==> config.mk <==
export PLATFORM = sky130hd
export DESIGN_NAME = ring_fifo_with_overwrite_core
export DESIGN_NICKNAME = d
export VERILOG_FILES = /design/src/rtl/core/rfo_pkg.sv /design/src/rtl/core/rfo_ram.sv /design/src/rtl/core/ring_fifo_with_overwrite_core.sv
export SDC_FILE = /design/constraint.sdc
export NUM_CORES = 1
export LEC_CHECK = 0
export BUFFER_PORTS_ARGS = -buffer_cell sky130_fd_sc_hd__buf_4
export CORE_UTILIZATION = 55
export DETAILED_ROUTE_END_ITERATION = 8
export GPL_TIMING_DRIVEN = 0
export HOLD_SLACK_MARGIN = 0.03
export PLACE_DENSITY_LB_ADDON = 0.05
export SLEW_MARGIN = 40
export SYNTH_ARGS = -nofsm -noshare
export SYNTH_HDL_FRONTEND = slang
export SYNTH_HIERARCHICAL = 1
export SYNTH_SLANG_ARGS = --single-unit
==> constraint.sdc <==
create_clock -name clk -period 20 [get_ports clk]
set_input_delay 4 -clock clk [delete_from_list [all_inputs] [get_ports clk]]
set_output_delay 4 -clock clk [all_outputs]
set_load 0.01 [all_outputs]
==> src/rtl/core/rfo_pkg.sv <==
`default_nettype none

package rfo_pkg;

	localparam int WORD_W    = 32;
	localparam int OFFSET_W  = 4;
	localparam int RUN_W     = 5;
	localparam int HELD_W    = 5;
	localparam int CFG_IDX_W = 1;
	localparam int CFG_DAT_W = 3;

	typedef enum logic [2:0] {
		OP_PUT    = 3'd0,
		OP_POP    = 3'd1,
		OP_PEEK   = 3'd2,
		OP_NEWEST = 3'd3,
		OP_RUN    = 3'd4,
		OP_CLEAR  = 3'd5
	} op_t;

	localparam logic [CFG_IDX_W-1:0] REG_SLOTS_LOG2 = 1'b0;
	localparam logic [CFG_IDX_W-1:0] REG_OVERWRITE  = 1'b1;

	typedef struct packed {
		logic [2:0]          opcode;
		logic [WORD_W-1:0]   item_value;
		logic [OFFSET_W-1:0] slot_offset;
		logic [RUN_W-1:0]    run_length;
	} cmd_t;

	typedef struct packed {
		logic [WORD_W-1:0] read_word;
		logic              succeeded;
		logic              last_of_run;
		logic [HELD_W-1:0] items_held;
		logic              is_full;
		logic              is_empty;
	} result_t;

	// status carried alongside a RAM read to the output stage
	typedef struct packed {
		logic              ok;
		logic              has_word;
		logic              last;
		logic [HELD_W-1:0] held;
		logic              full;
		logic              empty;
	} beat_t;

endpackage

`default_nettype wire

==> src/rtl/core/rfo_ram.sv <==
`default_nettype none

module rfo_ram #(
	parameter int WIDTH = 32,
	parameter int DEPTH = 16
) (
	input  wire logic                     clk,
	input  wire logic                     we,
	input  wire logic [$clog2(DEPTH)-1:0] waddr,
	input  wire logic [WIDTH-1:0]         wdata,
	input  wire logic                     re,
	input  wire logic [$clog2(DEPTH)-1:0] raddr,
	output logic [WIDTH-1:0]              rdata
);

	logic [WIDTH-1:0] mem [DEPTH];

	always_ff @(posedge clk) begin
		if (we) begin
			mem[waddr] <= wdata;
		end
		if (re) begin
			rdata <= mem[raddr];
		end
	end

endmodule

`default_nettype wire

==> src/rtl/core/ring_fifo_with_overwrite_core.sv <==
`default_nettype none

// Single commands: one accepted per cycle when idle, result strobed on done via valid_s1.
// A read run of L words holds busy until its last read issues; the store's single
// read port delivers one word per cycle, so the L results arrive on consecutive cycles.
// Reset clears both pointers (ring empty), slots_log2 to 4 and overwrite off; store
// contents stay undefined. Results are strobed for one cycle and cannot be held off.
module ring_fifo_with_overwrite_core #(
	parameter int MAX_SLOTS = 16,
	parameter int WORD_BITS = 32
) (
	input  wire logic                            clk,
	input  wire logic                            arst_n,
	input  wire logic                            start,
	output logic                                 busy,
	input  wire rfo_pkg::cmd_t                   cmd,
	output logic                                 done,
	output rfo_pkg::result_t                     result,
	input  wire logic                            cfg_we,
	input  wire logic [rfo_pkg::CFG_IDX_W-1:0]   cfg_index,
	input  wire logic [rfo_pkg::CFG_DAT_W-1:0]   cfg_wdata
);

	import rfo_pkg::*;

	localparam int LOG_MAX = $clog2(MAX_SLOTS);
	localparam int AW      = LOG_MAX;
	localparam int PW      = LOG_MAX + 1;
	localparam int CW      = (PW > 6) ? PW : 6;

	logic [2:0]    slots_log2_q;
	logic          overwrite_q;
	logic [PW-1:0] wp_q, rp_q;

	logic             run_active_q;
	logic [AW-1:0]    run_addr_q;
	logic [RUN_W-1:0] run_left_q;

	logic valid_s1;
	beat_t beat_s1;

	logic [2:0]    eff_log2;
	logic [PW-1:0] slots;
	logic [AW-1:0] addr_mask;
	logic [PW-1:0] raw, held;
	logic          full;
	logic          accept;

	logic [PW-1:0] wp_n, rp_n;
	logic          op_we, op_rd, op_ok, run_go;
	logic [AW-1:0] op_addr;
	logic [PW-1:0] raw_n, held_n;

	logic                 ram_re;
	logic [AW-1:0]        ram_raddr;
	logic [WORD_BITS-1:0] ram_rdata;
	beat_t                beat;

	assign eff_log2  = (slots_log2_q > 3'(LOG_MAX)) ? 3'(LOG_MAX) : slots_log2_q;
	assign slots     = PW'(1) << eff_log2;
	assign addr_mask = AW'(slots - PW'(1));
	assign raw       = wp_q - rp_q;
	assign held      = (raw < slots) ? raw : slots;
	assign full      = (raw >= slots);

	assign busy   = run_active_q;
	assign accept = start && !run_active_q;

	always_comb begin
		wp_n    = wp_q;
		rp_n    = rp_q;
		op_we   = 1'b0;
		op_rd   = 1'b0;
		op_ok   = 1'b0;
		run_go  = 1'b0;
		op_addr = rp_q[AW-1:0];
		case (cmd.opcode)
			OP_PUT: begin
				if (full && overwrite_q) begin
					rp_n = rp_q + PW'(1);
				end
				if (!full || overwrite_q) begin
					op_we = 1'b1;
					wp_n  = wp_q + PW'(1);
					op_ok = 1'b1;
				end
			end
			OP_POP: begin
				if (held != '0) begin
					op_rd = 1'b1;
					rp_n  = rp_q + PW'(1);
					op_ok = 1'b1;
				end
			end
			OP_PEEK: begin
				if (CW'(cmd.slot_offset) < CW'(held)) begin
					op_rd   = 1'b1;
					op_addr = rp_q[AW-1:0] + AW'(cmd.slot_offset);
					op_ok   = 1'b1;
				end
			end
			OP_NEWEST: begin
				if (held != '0) begin
					op_rd   = 1'b1;
					op_addr = wp_q[AW-1:0] - AW'(1);
					op_ok   = 1'b1;
				end
			end
			OP_RUN: begin
				if (cmd.run_length != '0 &&
				    CW'(cmd.slot_offset) + CW'(cmd.run_length) <= CW'(held)) begin
					op_rd   = 1'b1;
					op_addr = rp_q[AW-1:0] + AW'(cmd.slot_offset);
					op_ok   = 1'b1;
					run_go  = 1'b1;
				end
			end
			OP_CLEAR: begin
				wp_n  = '0;
				rp_n  = '0;
				op_ok = 1'b1;
			end
			default: begin
			end
		endcase
	end

	// status after the operation; unchanged during the beats of a run
	assign raw_n  = (accept ? wp_n : wp_q) - (accept ? rp_n : rp_q);
	assign held_n = (raw_n < slots) ? raw_n : slots;

	always_comb begin
		if (run_active_q) begin
			ram_re    = 1'b1;
			ram_raddr = run_addr_q & addr_mask;
			beat.ok       = 1'b1;
			beat.has_word = 1'b1;
			beat.last     = (run_left_q == RUN_W'(1));
		end else begin
			ram_re    = accept && op_rd;
			ram_raddr = op_addr & addr_mask;
			beat.ok       = op_ok;
			beat.has_word = op_rd;
			beat.last     = !run_go || (cmd.run_length == RUN_W'(1));
		end
		beat.held  = HELD_W'(held_n);
		beat.full  = (raw_n >= slots);
		beat.empty = (held_n == '0);
	end

	rfo_ram #(
		.WIDTH(WORD_BITS),
		.DEPTH(MAX_SLOTS)
	) u_store (
		.clk   (clk),
		.we    (accept && op_we),
		.waddr (wp_q[AW-1:0] & addr_mask),
		.wdata (WORD_BITS'(cmd.item_value)),
		.re    (ram_re),
		.raddr (ram_raddr),
		.rdata (ram_rdata)
	);

	always_ff @(posedge clk or negedge arst_n) begin
		if (!arst_n) begin
			slots_log2_q <= 3'd4;
			overwrite_q  <= 1'b0;
			wp_q         <= '0;
			rp_q         <= '0;
		end else if (cfg_we) begin
			unique case (cfg_index)
				REG_SLOTS_LOG2: begin
					slots_log2_q <= cfg_wdata;
					wp_q         <= '0;
					rp_q         <= '0;
				end
				REG_OVERWRITE: begin
					overwrite_q <= cfg_wdata[0];
				end
				default: begin
				end
			endcase
		end else if (accept) begin
			wp_q <= wp_n;
			rp_q <= rp_n;
		end
	end

	// run sequencer: one store read per cycle until the last beat is issued
	always_ff @(posedge clk or negedge arst_n) begin
		if (!arst_n) begin
			run_active_q <= 1'b0;
			run_left_q   <= '0;
			run_addr_q   <= '0;
		end else if (run_active_q) begin
			run_active_q <= (run_left_q != RUN_W'(1));
			run_left_q   <= run_left_q - RUN_W'(1);
			run_addr_q   <= run_addr_q + AW'(1);
		end else if (accept && run_go) begin
			run_active_q <= (cmd.run_length != RUN_W'(1));
			run_left_q   <= cmd.run_length - RUN_W'(1);
			run_addr_q   <= op_addr + AW'(1);
		end
	end

	always_ff @(posedge clk or negedge arst_n) begin
		if (!arst_n) begin
			valid_s1 <= 1'b0;
			done     <= 1'b0;
		end else begin
			valid_s1 <= accept || run_active_q;
			done     <= valid_s1;
		end
	end

	always_ff @(posedge clk) begin
		beat_s1 <= beat;
		result.read_word   <= (beat_s1.ok && beat_s1.has_word) ? WORD_W'(ram_rdata) : '0;
		result.succeeded   <= beat_s1.ok;
		result.last_of_run <= beat_s1.last;
		result.items_held  <= beat_s1.held;
		result.is_full     <= beat_s1.full;
		result.is_empty    <= beat_s1.empty;
	end

endmodule

`default_nettype wire

# Word level (Yosys, flattened, before mapping)
# Memories as Yosys holds them, arrays and structs flattened. A register that Yosys moved wholly into a read port is not among the register bits.
# Cells that the tools add are included.
# op_classes
addsub,12
order_cmp,7
n_eq_ne,10
shift,1
muxes,36
bitwise,4
n_reduce_logical,21
# op_table
cell,count
$mux 5,12
$mux 4,6
$pmux 5 s3,1
$and 4x4->4,3
$mux 1,12
$pmux 4 s3,1
$add 5x1->5 const B,2
$eq 5x1->1 const B,2
$ge 5x5->1,2
$lt 5x5->1,2
$ne 5x1->1 const B,2
$pmux 5 s2,1
$reduce_bool 5->1,2
$sub 5x1->5 const B,2
$sub 5x5->5,2
$add 4x1->4 const B,2
$sub 4x1->4 const B,2
$logic_and 1x1->1,7
$add 4x5->6,1
$eq 3x2->1 const B,2
$eq 3x3->1 const B,2
$le 6x5->1,1
$logic_not 5->1,1
$lt 4x5->1,1
other kinds (15),20
# word_totals
register_bits,77
ramBits,512
inputBits,52
out_inout_bits,43
word_cells,113
n_memories,1
# memory_table
name,depth,word_bits,rd,rd_clocked_by_memory_dff,write_ports,line,source
u_store.mem,16,32,1,1,1,rfo_ram.sv:16,logic [WIDTH-1:0] mem [DEPTH];

# Logic depth before layout (Yosys ltp)
# Gate-level depths: netlist of run 1.
# logic_depth
ltp_word,13
depth_mapped,31
depth_no_buf,31

# Hierarchy
# The synthesis of run 1 kept the hierarchy.
# by_module_without_submodules
module,instances,cells_per_inst,area_each_um2,seq_area_each_um2
rfo_ram,1,838,20155.6,16335.7
ring_fifo_with_overwrite_core,1,480,4410.5,1672.9

# Least setup slack after synthesis of run 1
# Ideal clock, no wire load.
# synth_path
path_kind,in2reg
startpoint,in cmd[0] in the netlist's numbering
endpoint,"reg u_store.rdata[0], read port of u_store.mem (enable)"
setup_time_ps,432
arrival_time_ps,7888
t_required_ps,19568
setup_slack_ps,11680
stages,14
n_path_buf,0
cell_sequence,ha_1 > fa_1 > a21o_1 > a21oi_1 > xnor2_1 > ha_1 > and3_1 > o21ai_0 > a32oi_1 > nor3_1 > a21oi_4 > inv_1 > a311oi_1 > a21oi_1
# synth_via
elab_chain_cells,7
word_cells_on_any_way,12
cone_classes,1 x add/sub; 1 x order compare; 6 x mux; 1 x bitwise; 3 x reduce/logical
# synth_lines
element,line,source
start: declaration,ring_fifo_with_overwrite_core.sv:16,"input wire rfo_pkg::cmd_t cmd,"
$add 4x5->6,ring_fifo_with_overwrite_core.sv:111,CW'(cmd.slot_offset) + CW'(cmd.run_length) <= CW'(held)) begin
$le 6x5->1,ring_fifo_with_overwrite_core.sv:111,
$logic_and 1x1->1 *,ring_fifo_with_overwrite_core.sv:110,if (cmd.run_length != '0 &&
$mux 1 *,ring_fifo_with_overwrite_core.sv:110,
$pmux 1 s3 *,ring_fifo_with_overwrite_core.sv:77,case (cmd.opcode)
$logic_and 1x1->1 *,ring_fifo_with_overwrite_core.sv:140,ram_re = accept && op_rd;
$mux 1 *,ring_fifo_with_overwrite_core.sv:133,if (run_active_q) begin
via ram_re,ring_fifo_with_overwrite_core.sv:54,logic ram_re;
end: declaration,rfo_ram.sv:13,output logic [WIDTH-1:0] rdata
# The timed path passes the listed nets; every way through them passes the cells marked *.
# A chain may end at the register's enable or synchronous reset.

==> out/results.txt, run 1 <==
status: finished with violations
failing checks: DRC
Vias: 13.14k
Design Power: 3.044 mW
Post-CTS Hold Buffers: 0
root buf cell: clkbuf_16
Final Slew Violations: 0
global-route wire length before repair: 82930 um
Avg WL per Cell: 25.50 um
Max Root-Sink Buffers: 3
Period Utilization, post-route: 42.20%
remaining global-route overflow: 0
GP Congestion: 0.8595
Die W: 213.3 um
MaxCap Viol Count: 0
Post-synth EDFFs: 544
clock skew: 0.01249 ns
Setup crit start kind: input pin
slew margin rel.: 41.87%
worst r2r src: wp_q[0]
Post-synth ARST share: 4.187%
Synth area leader: edfxtp_1
core box area: 0.04412 sq mm
H-tree depth: 2
Slowest-stage cell, CP: or4_1
synth top area cells: edfxtp_1 (66%), mux4_2 (12%), dfxtp_1 (4.2%), dfrtp_1 (2.5%), ha_1 (2.1%)
Syn Inst Count: 1318
Die Height: 213.3 um
CP endpoint kind: register
HPWL after DPL: 36890 um
ANT cells: 0
clk sinks: 621
pin count of the biggest net entering global routing: 27
Critical Path RT: 20.55 ns
r2r setup slk: 12.34 ns
setup bufs post-CTS: 0
vias in the first global route: 13.21k
finished layout cell area: 0.02891 sq mm
nets: 1629
PwrDens: 105.3 mW/mm^2
wirelength, routed: 55480 um
commonest non-fill, non-tap cell in the layout: edfxtp_1
synth warn: 6
most frequent cells in the layout: edfxtp_1 (544), mux4_2 (128), buf_4 (115), nand2_1 (72), a22oi_1 (67)
Hold Crit Class: reg2reg
Detailed Route Iter0 Violations: 1164
Slew @ Worst Pin: 0.8719 ns
drt pass-1 iters: 7
Pleak: 9.888 nW
crit path max fanout: 10
Mapped Area: 0.02457 sq mm
total track usage: 25.38%
post-place instance area: 0.02700 sq mm
slowest stage delay, CP: 0.51 ns
count of different cell masters after synthesis: 67
CTS clk-pin slew, worst paths: 0.06 ns
ANT nets after route: 0
Post-Route Setup TNS: 0 ns
hold path cells: 0
top_reg_cell synth: edfxtp_1
Worst-Skew Late Latency: 0.62 ns
Hold Vio Cnt, Final: 0
Post-route DRC: 2
Syn Nets: 1415
HP Start: beat_s1[2]
Fmax achieved: 118.5 MHz
Crit path top cell by count: a21oi_1
initial core utilization: 55.67%
final setup fails: 0
Max rail drop VDD: 0.00009352 V
IO buf count: 93
Hold WS: 0.3270 ns
share of the synthesized area in the top cell type: 66.50%
Avg Inst Size Synth: 18.64 sq um
Crit Path Class: in2reg
CTS resizes: 0
synthesis-to-layout area growth: 17.69%
crit path time final: 8.440 ns
Cell Rows: 77
total CTS buffers: 61
IO Pins: 95
Hold Path Sink: result[2]
CP arrival: 8.99 ns
CTS tree: yes
via/cell ratio: 6.037
RSZ-0062 raised after global routing: false
Worst R2R Path Depth: 29
fraction of layout instances using a drive strength above 1: 26.96%
DIE AREA: 0.04551 sq mm
Seq/Total Area, Yosys: 73.31%
initial antenna violation count: 1
Yosys reg bits: 621
reg2reg end: beat_s1[0]
utilization after layout: 65.52%
CP Cell Sequence: clkbuf_1 > or3_1 > a21oi_1 > nand2b_1 > a21oi_1 > a21oi_1 > ha_1 > inv_1 > fa_1 > a21o_1 > a21oi_1 > xor3_1 > inv_1 > ha_1 > and3_1 > o21ai_0 > nand2_1 > mux2_2 > or4_1 > nor2_1
## synth_stat cells (8+ instances only)
| cell | n |
|---|---|
| inv_1 | 30 |
| clkbuf_1 | 33 |
| o21ai_0 | 23 |
| nor2b_1 | 9 |
| nand3_1 | 12 |
| dfrtp_1 | 25 |
| nor2_1 | 42 |
| nor3_1 | 13 |
| buf_2 | 8 |
| nand2_1 | 72 |
| buf_4 | 9 |
| nand2b_1 | 11 |
| dfxtp_1 | 51 |
| ha_1 | 41 |
| a21o_1 | 8 |
| and3_1 | 37 |
| edfxtp_1 | 544 |
| xnor2_1 | 14 |
| a22oi_1 | 67 |
| mux4_2 | 128 |
| buf_1 | 10 |
| a21oi_1 | 39 |
## report_power, final
part	total [mW]	internal [mW]	switching (mW)
logic	0.473	0.212	0.262
registers	1.49	1.47	0.0232
clock network	1.08	0.615	0.466
total	3.04	2.29	0.751
## layout make-up
cell class / instances / area [sq um]
fillers: 3044 / 15210
plain buffers: 60 / 279.0
inverters: 31 / 116.4
clock buffers: 86 / 1702
multi-input cells: 606 / 6305
flip-flops and latches: 621 / 18010
well taps: 592 / 740.7
repair buffers: 151 / 1563
clock inverters: 29 / 198.9
## flip-flops by register name, summed over array words and instances (netlist names)
| register | flops |
|---|---|
| valid_s1 | 1 |
| run_left_q | 5 |
| u_store/mem | 512 |
| run_addr_q | 4 |
| done | 1 |
| wp_q | 5 |
| u_store/rdata | 32 |
| overwrite_q | 1 |
| beat_s1 | 10 |
| slots_log2_q | 3 |
| busy | 1 |
| rp_q | 5 |
| result | 41 |
## per-stage QoR
stage | setup WS, ns | cells
after global placement | 8.632 | 2003
after CTS | 11.62 | 2176
after global routing | 11.16 | 2176
after floorplan | 11.68 | 1318
final | 11.56 | 2176
after detailed placement | 10.97 | 2061
## worst max-delay path by stage
stage | end | from | cells past startpoint | slack [ns]
after floorplan | u_store/rdata[0] | cmd[0] | 14 | 11.68
after global placement | u_store/mem[0][17] | cmd[41] | 6 | 8.63
after detailed placement | u_store/rdata[7] | cmd[0] | 20 | 10.97
after CTS | u_store/rdata[7] | cmd[0] | 20 | 11.62
after global routing | beat_s1[0] | cmd[41] | 20 | 11.16
final | beat_s1[0] | cmd[41] | 20 | 11.56
## worst max-delay path, delay by kind of cell
family                   cells  cell delay, ns
AO/OA/AOI/OAI                6            1.24
XOR/XNOR                     1            0.40
adder cells (fa/ha/maj)      3            0.88
buffers and inverters        3            0.33
multiplexers                 1            0.35
AND/OR/NAND/NOR              6            1.77
## cell families (layout without fill, tap and decap cells)
group,after synthesis,in the layout,share of synthesized area [%]
and+or+nand+nor,220,220,4.416
adders and majority gates,45,45,2.414
DFF,621,621,73.31
muxes,140,140,12.25
buffers and inverters,91,357,1.569
AOI/OAI and AO/OA,178,178,5.098
xor gates and xnor gates,23,23,0.9422
## layer usage
| layer | GRT usage [%] | vias to the layer above | part of all wire, % |
|---|---|---|---|
| met4 | 7.808 | 0 | 2.4 |
| met5 | 0 | - | 0 |
| met2 | 40.70 | 457 | 48 |
| met1 | 36.59 | 6815 | 43 |
| met3 | 3.617 | 91 | 5.9 |
| li1 | - | 5774 | - |
(Power assumes the default switching activity.)
==> inputs of run 2 (changes only) <==
clock period = 7.45 ns   (was 20 ns; I/O delays follow)
==> run 2 against run 1 <==
Against the previous run:
- the run still ends with DRC left
- worst hold slack barely moved
- combinational power rose to 2.7 times the previous value
- non-clock buffer count rose by 1
- global-route usage barely moved
- die area did not move
- sequential share of layout area fell by 0.11 points
- count of clock-buffer cells in the layout did not move
- critical path depth rose by 9
- critical path type is now reg2reg
- critical endpoint unchanged
==> out/results.txt, run 2 (same netlist as run 1, synthesis figures left out) <==
status: finished with violations
failing checks: DRC
Avg WL per Cell: 25.51 um (about the same)
Hold Vio Cnt, Final: 0 (unchanged)
Post-route DRC: 2 (unchanged)
CP arrival: 7.49 ns (-1.50 ns)
commonest non-fill, non-tap cell in the layout: edfxtp_1
DIE AREA: 0.04551 sq mm (unchanged)
HP Start: beat_s1[2]
internal power: 6.164 mW (+170%)
initial core utilization: 55.67% (unchanged)
final setup fails: 0 (unchanged)
Design Power: 8.186 mW (+170%)
most frequent cells in the layout: edfxtp_1 (544), mux4_2 (128), buf_4 (116), nand2_1 (70), a22oi_1 (67)
Critical Path RT: 8.00 ns (-12.55 ns)
via/cell ratio: 6.048 (+0.18%)
r2r setup slk: 0.51 ns (-11.83 ns)
Hold Path Sink: result[2]
remaining global-route overflow: 0 (unchanged)
biggest regs: u_store/mem (512), result (41), u_store/rdata (32)
fillers: 3043 (-0.033%)
reg2reg end: beat_s1[0]
synthesis-to-layout area growth: 17.90%
Pleak: 9.896 nW (about the same)
slowest stage delay, CP: 0.51 ns (about the same)
fraction of layout instances using a drive strength above 1: 27.63% (+0.68 points)
Crit path top cell by count: ha_1
Clock Power Share: 35.5% (about the same)
total CTS buffers: 61 (unchanged)
post-route worst setup slack: 0.5072 ns (-11.05 ns)
Cell Rows: 77 (unchanged)
Detailed Route Iter0 Violations: 1129 (-3.0%)
root buf cell: clkbuf_16
CTS clk-pin slew, worst paths: 0.06 ns (about the same)
Hold Crit Class: reg2reg
Die Height: 213.3 um (unchanged)
switching power: 2.022 mW (+170%)
DP Worst Slack: -0.05484 ns (-11.03 ns)
IO Pins: 95 (unchanged)
Crit Path Class: reg2reg
ANT nets after route: 0 (unchanged)
RSZ-0062 raised after global routing: false
nets: 1630 (+0.061%)
wirelength, routed: 55530 um (about the same)
core box area: 0.04412 sq mm (unchanged)
finished layout cell area: 0.02896 sq mm (+0.18%)
initial antenna violation count: 1 (unchanged)
Worst R2R Path Depth: 29 (unchanged)
clock skew: 0.01421 ns (+0.001722 ns)
Sequential Power Share: 48.8% (about the same)
CP endpoint kind: register
PwrDens: 282.6 mW/mm^2 (+170%)
GP Congestion: 0.8595 (unchanged)
Post-CTS Hold Buffers: 0 (unchanged)
drt pass-1 iters: 7 (unchanged)
Max rail drop VDD: 0.0002510 V (+170%)
vias in the first global route: 13.22k (+0.038%)
worst r2r src: wp_q[0]
H-tree depth: 2 (unchanged)
IO buf count: 93 (unchanged)
clk sinks: 621 (unchanged)
Slew @ Worst Pin: 0.8646 ns (-0.007240 ns)
pin count of the biggest net entering global routing: 27 (unchanged)
Biggest register: u_store/mem
global-route wire length before repair: 82940 um (about the same)
slew margin rel.: 42.36% (+0.48 points)
Setup crit start kind: register
total track usage: 25.38% (about the same)
Worst-Skew Late Latency: 0.62 ns (about the same)
switching share of power: 24.70% (+0.030 points)
Slowest-stage cell, CP: or4_1
combinational share of power: 15.7% (about the same)
Final Slew Violations: 0 (unchanged)
HPWL after DPL: 36890 um (unchanged)
Vias: 13.17k (+0.23%)
hold path cells: 0 (unchanged)
ANT cells: 0 (unchanged)
Die W: 213.3 um (unchanged)
MaxCap Viol Count: 0 (unchanged)
number of flip-flops in the largest register: 512 (unchanged)
Period Utilization, post-route: 93.19%
crit path time final: 6.943 ns
post-place instance area: 0.02700 sq mm (unchanged)
Fmax achieved: 144.0 MHz
Max Root-Sink Buffers: 3 (unchanged)
CTS tree: yes
crit path max fanout: 9 (-1)
utilization after layout: 65.64% (+0.12 points)
run 2: worst max-delay path by stage:
stage / depth (start not counted) / endpoint / startpoint
2_1_floorplan: 29 / beat_s1[0] / wp_q[0]
3_3_place_gp: 14 / u_store/mem[0][17] / wp_q[0]
3_5_place_dp: 29 / beat_s1[0] / wp_q[0]
4_1_cts: 29 / beat_s1[0] / wp_q[0]
5_1_grt: 29 / beat_s1[0] / wp_q[0]
6_report: 29 / beat_s1[0] / wp_q[0]
run 2: critical path: cells and delay by family (launching register included):
| family | cells | cell delay, ns |
|---|---|---|
| muxes | 1 | 0.32 |
| DFF | 1 | 0.42 |
| adders and majority gates | 6 | 1.83 |
| buffers and inverters | 4 | 0.35 |
| and+or+nand+nor | 6 | 1.32 |
| xor gates and xnor gates | 2 | 0.60 |
| AOI/OAI and AO/OA | 10 | 2.03 |
run 2: area by class of cell:
type,count,area (sq um),area share (%)
Inverter,31,116.4,0.4017
Clock inverter,29,198.9,0.6869
Clock buffer,86,1702,5.875
Buffer,60,287.8,0.9936
Sequential cell,621,18010,62.18
Timing Repair Buffer,152,1570,5.421
Multi-Input combinational cell,606,6339,21.88
Tap cell,592,740.7,2.557
run 2: timing repair:
item | CTS | global route
pin swaps | 0 | 3
resized for setup | 2 | 13
setup buffers | 0 | 1
endpoints found under the setup margin | 1 | 34
run 2: power groups by stage:
| stage | clock [mW] | sequential (mW) | combinational, mW |
|---|---|---|---|
| finish | 2.90 | 4.00 | 1.29 |
| detailed placement | 0 | 4.07 | 1.27 |
| global route | 3.09 | 4.01 | 1.40 |
| global placement | 0 | 4.07 | 1.23 |
| CTS | 2.96 | 4.00 | 1.28 |
| floorplan | 0 | 4.07 | 0.816 |
run 2: per-layer routing:
metal  global-route usage [%]  vias up  share of wire, %
met5                        0        -                 0
met4                    7.808        0               2.4
met3                    3.617       90               5.7
met2                    40.71      440                48
met1                    36.59     6866                43
li1                         -     5771                 -
run 2: per-stage QoR:
| step | TNS [ns] | std cells | hold WS [ns] |
|---|---|---|---|
| 6_report | 0 | 2177 | 0.3270 |
| 5_1_grt | 0 | 2177 | 0.3320 |
| 4_1_cts | 0 | 2176 | 0.3271 |
| 3_5_place_dp | -0.05484 | 2061 | 0.3143 |
| 3_3_place_gp | -272.22 | 2003 | 0.3130 |
| 2_1_floorplan | 0 | 1318 | 0.3096 |
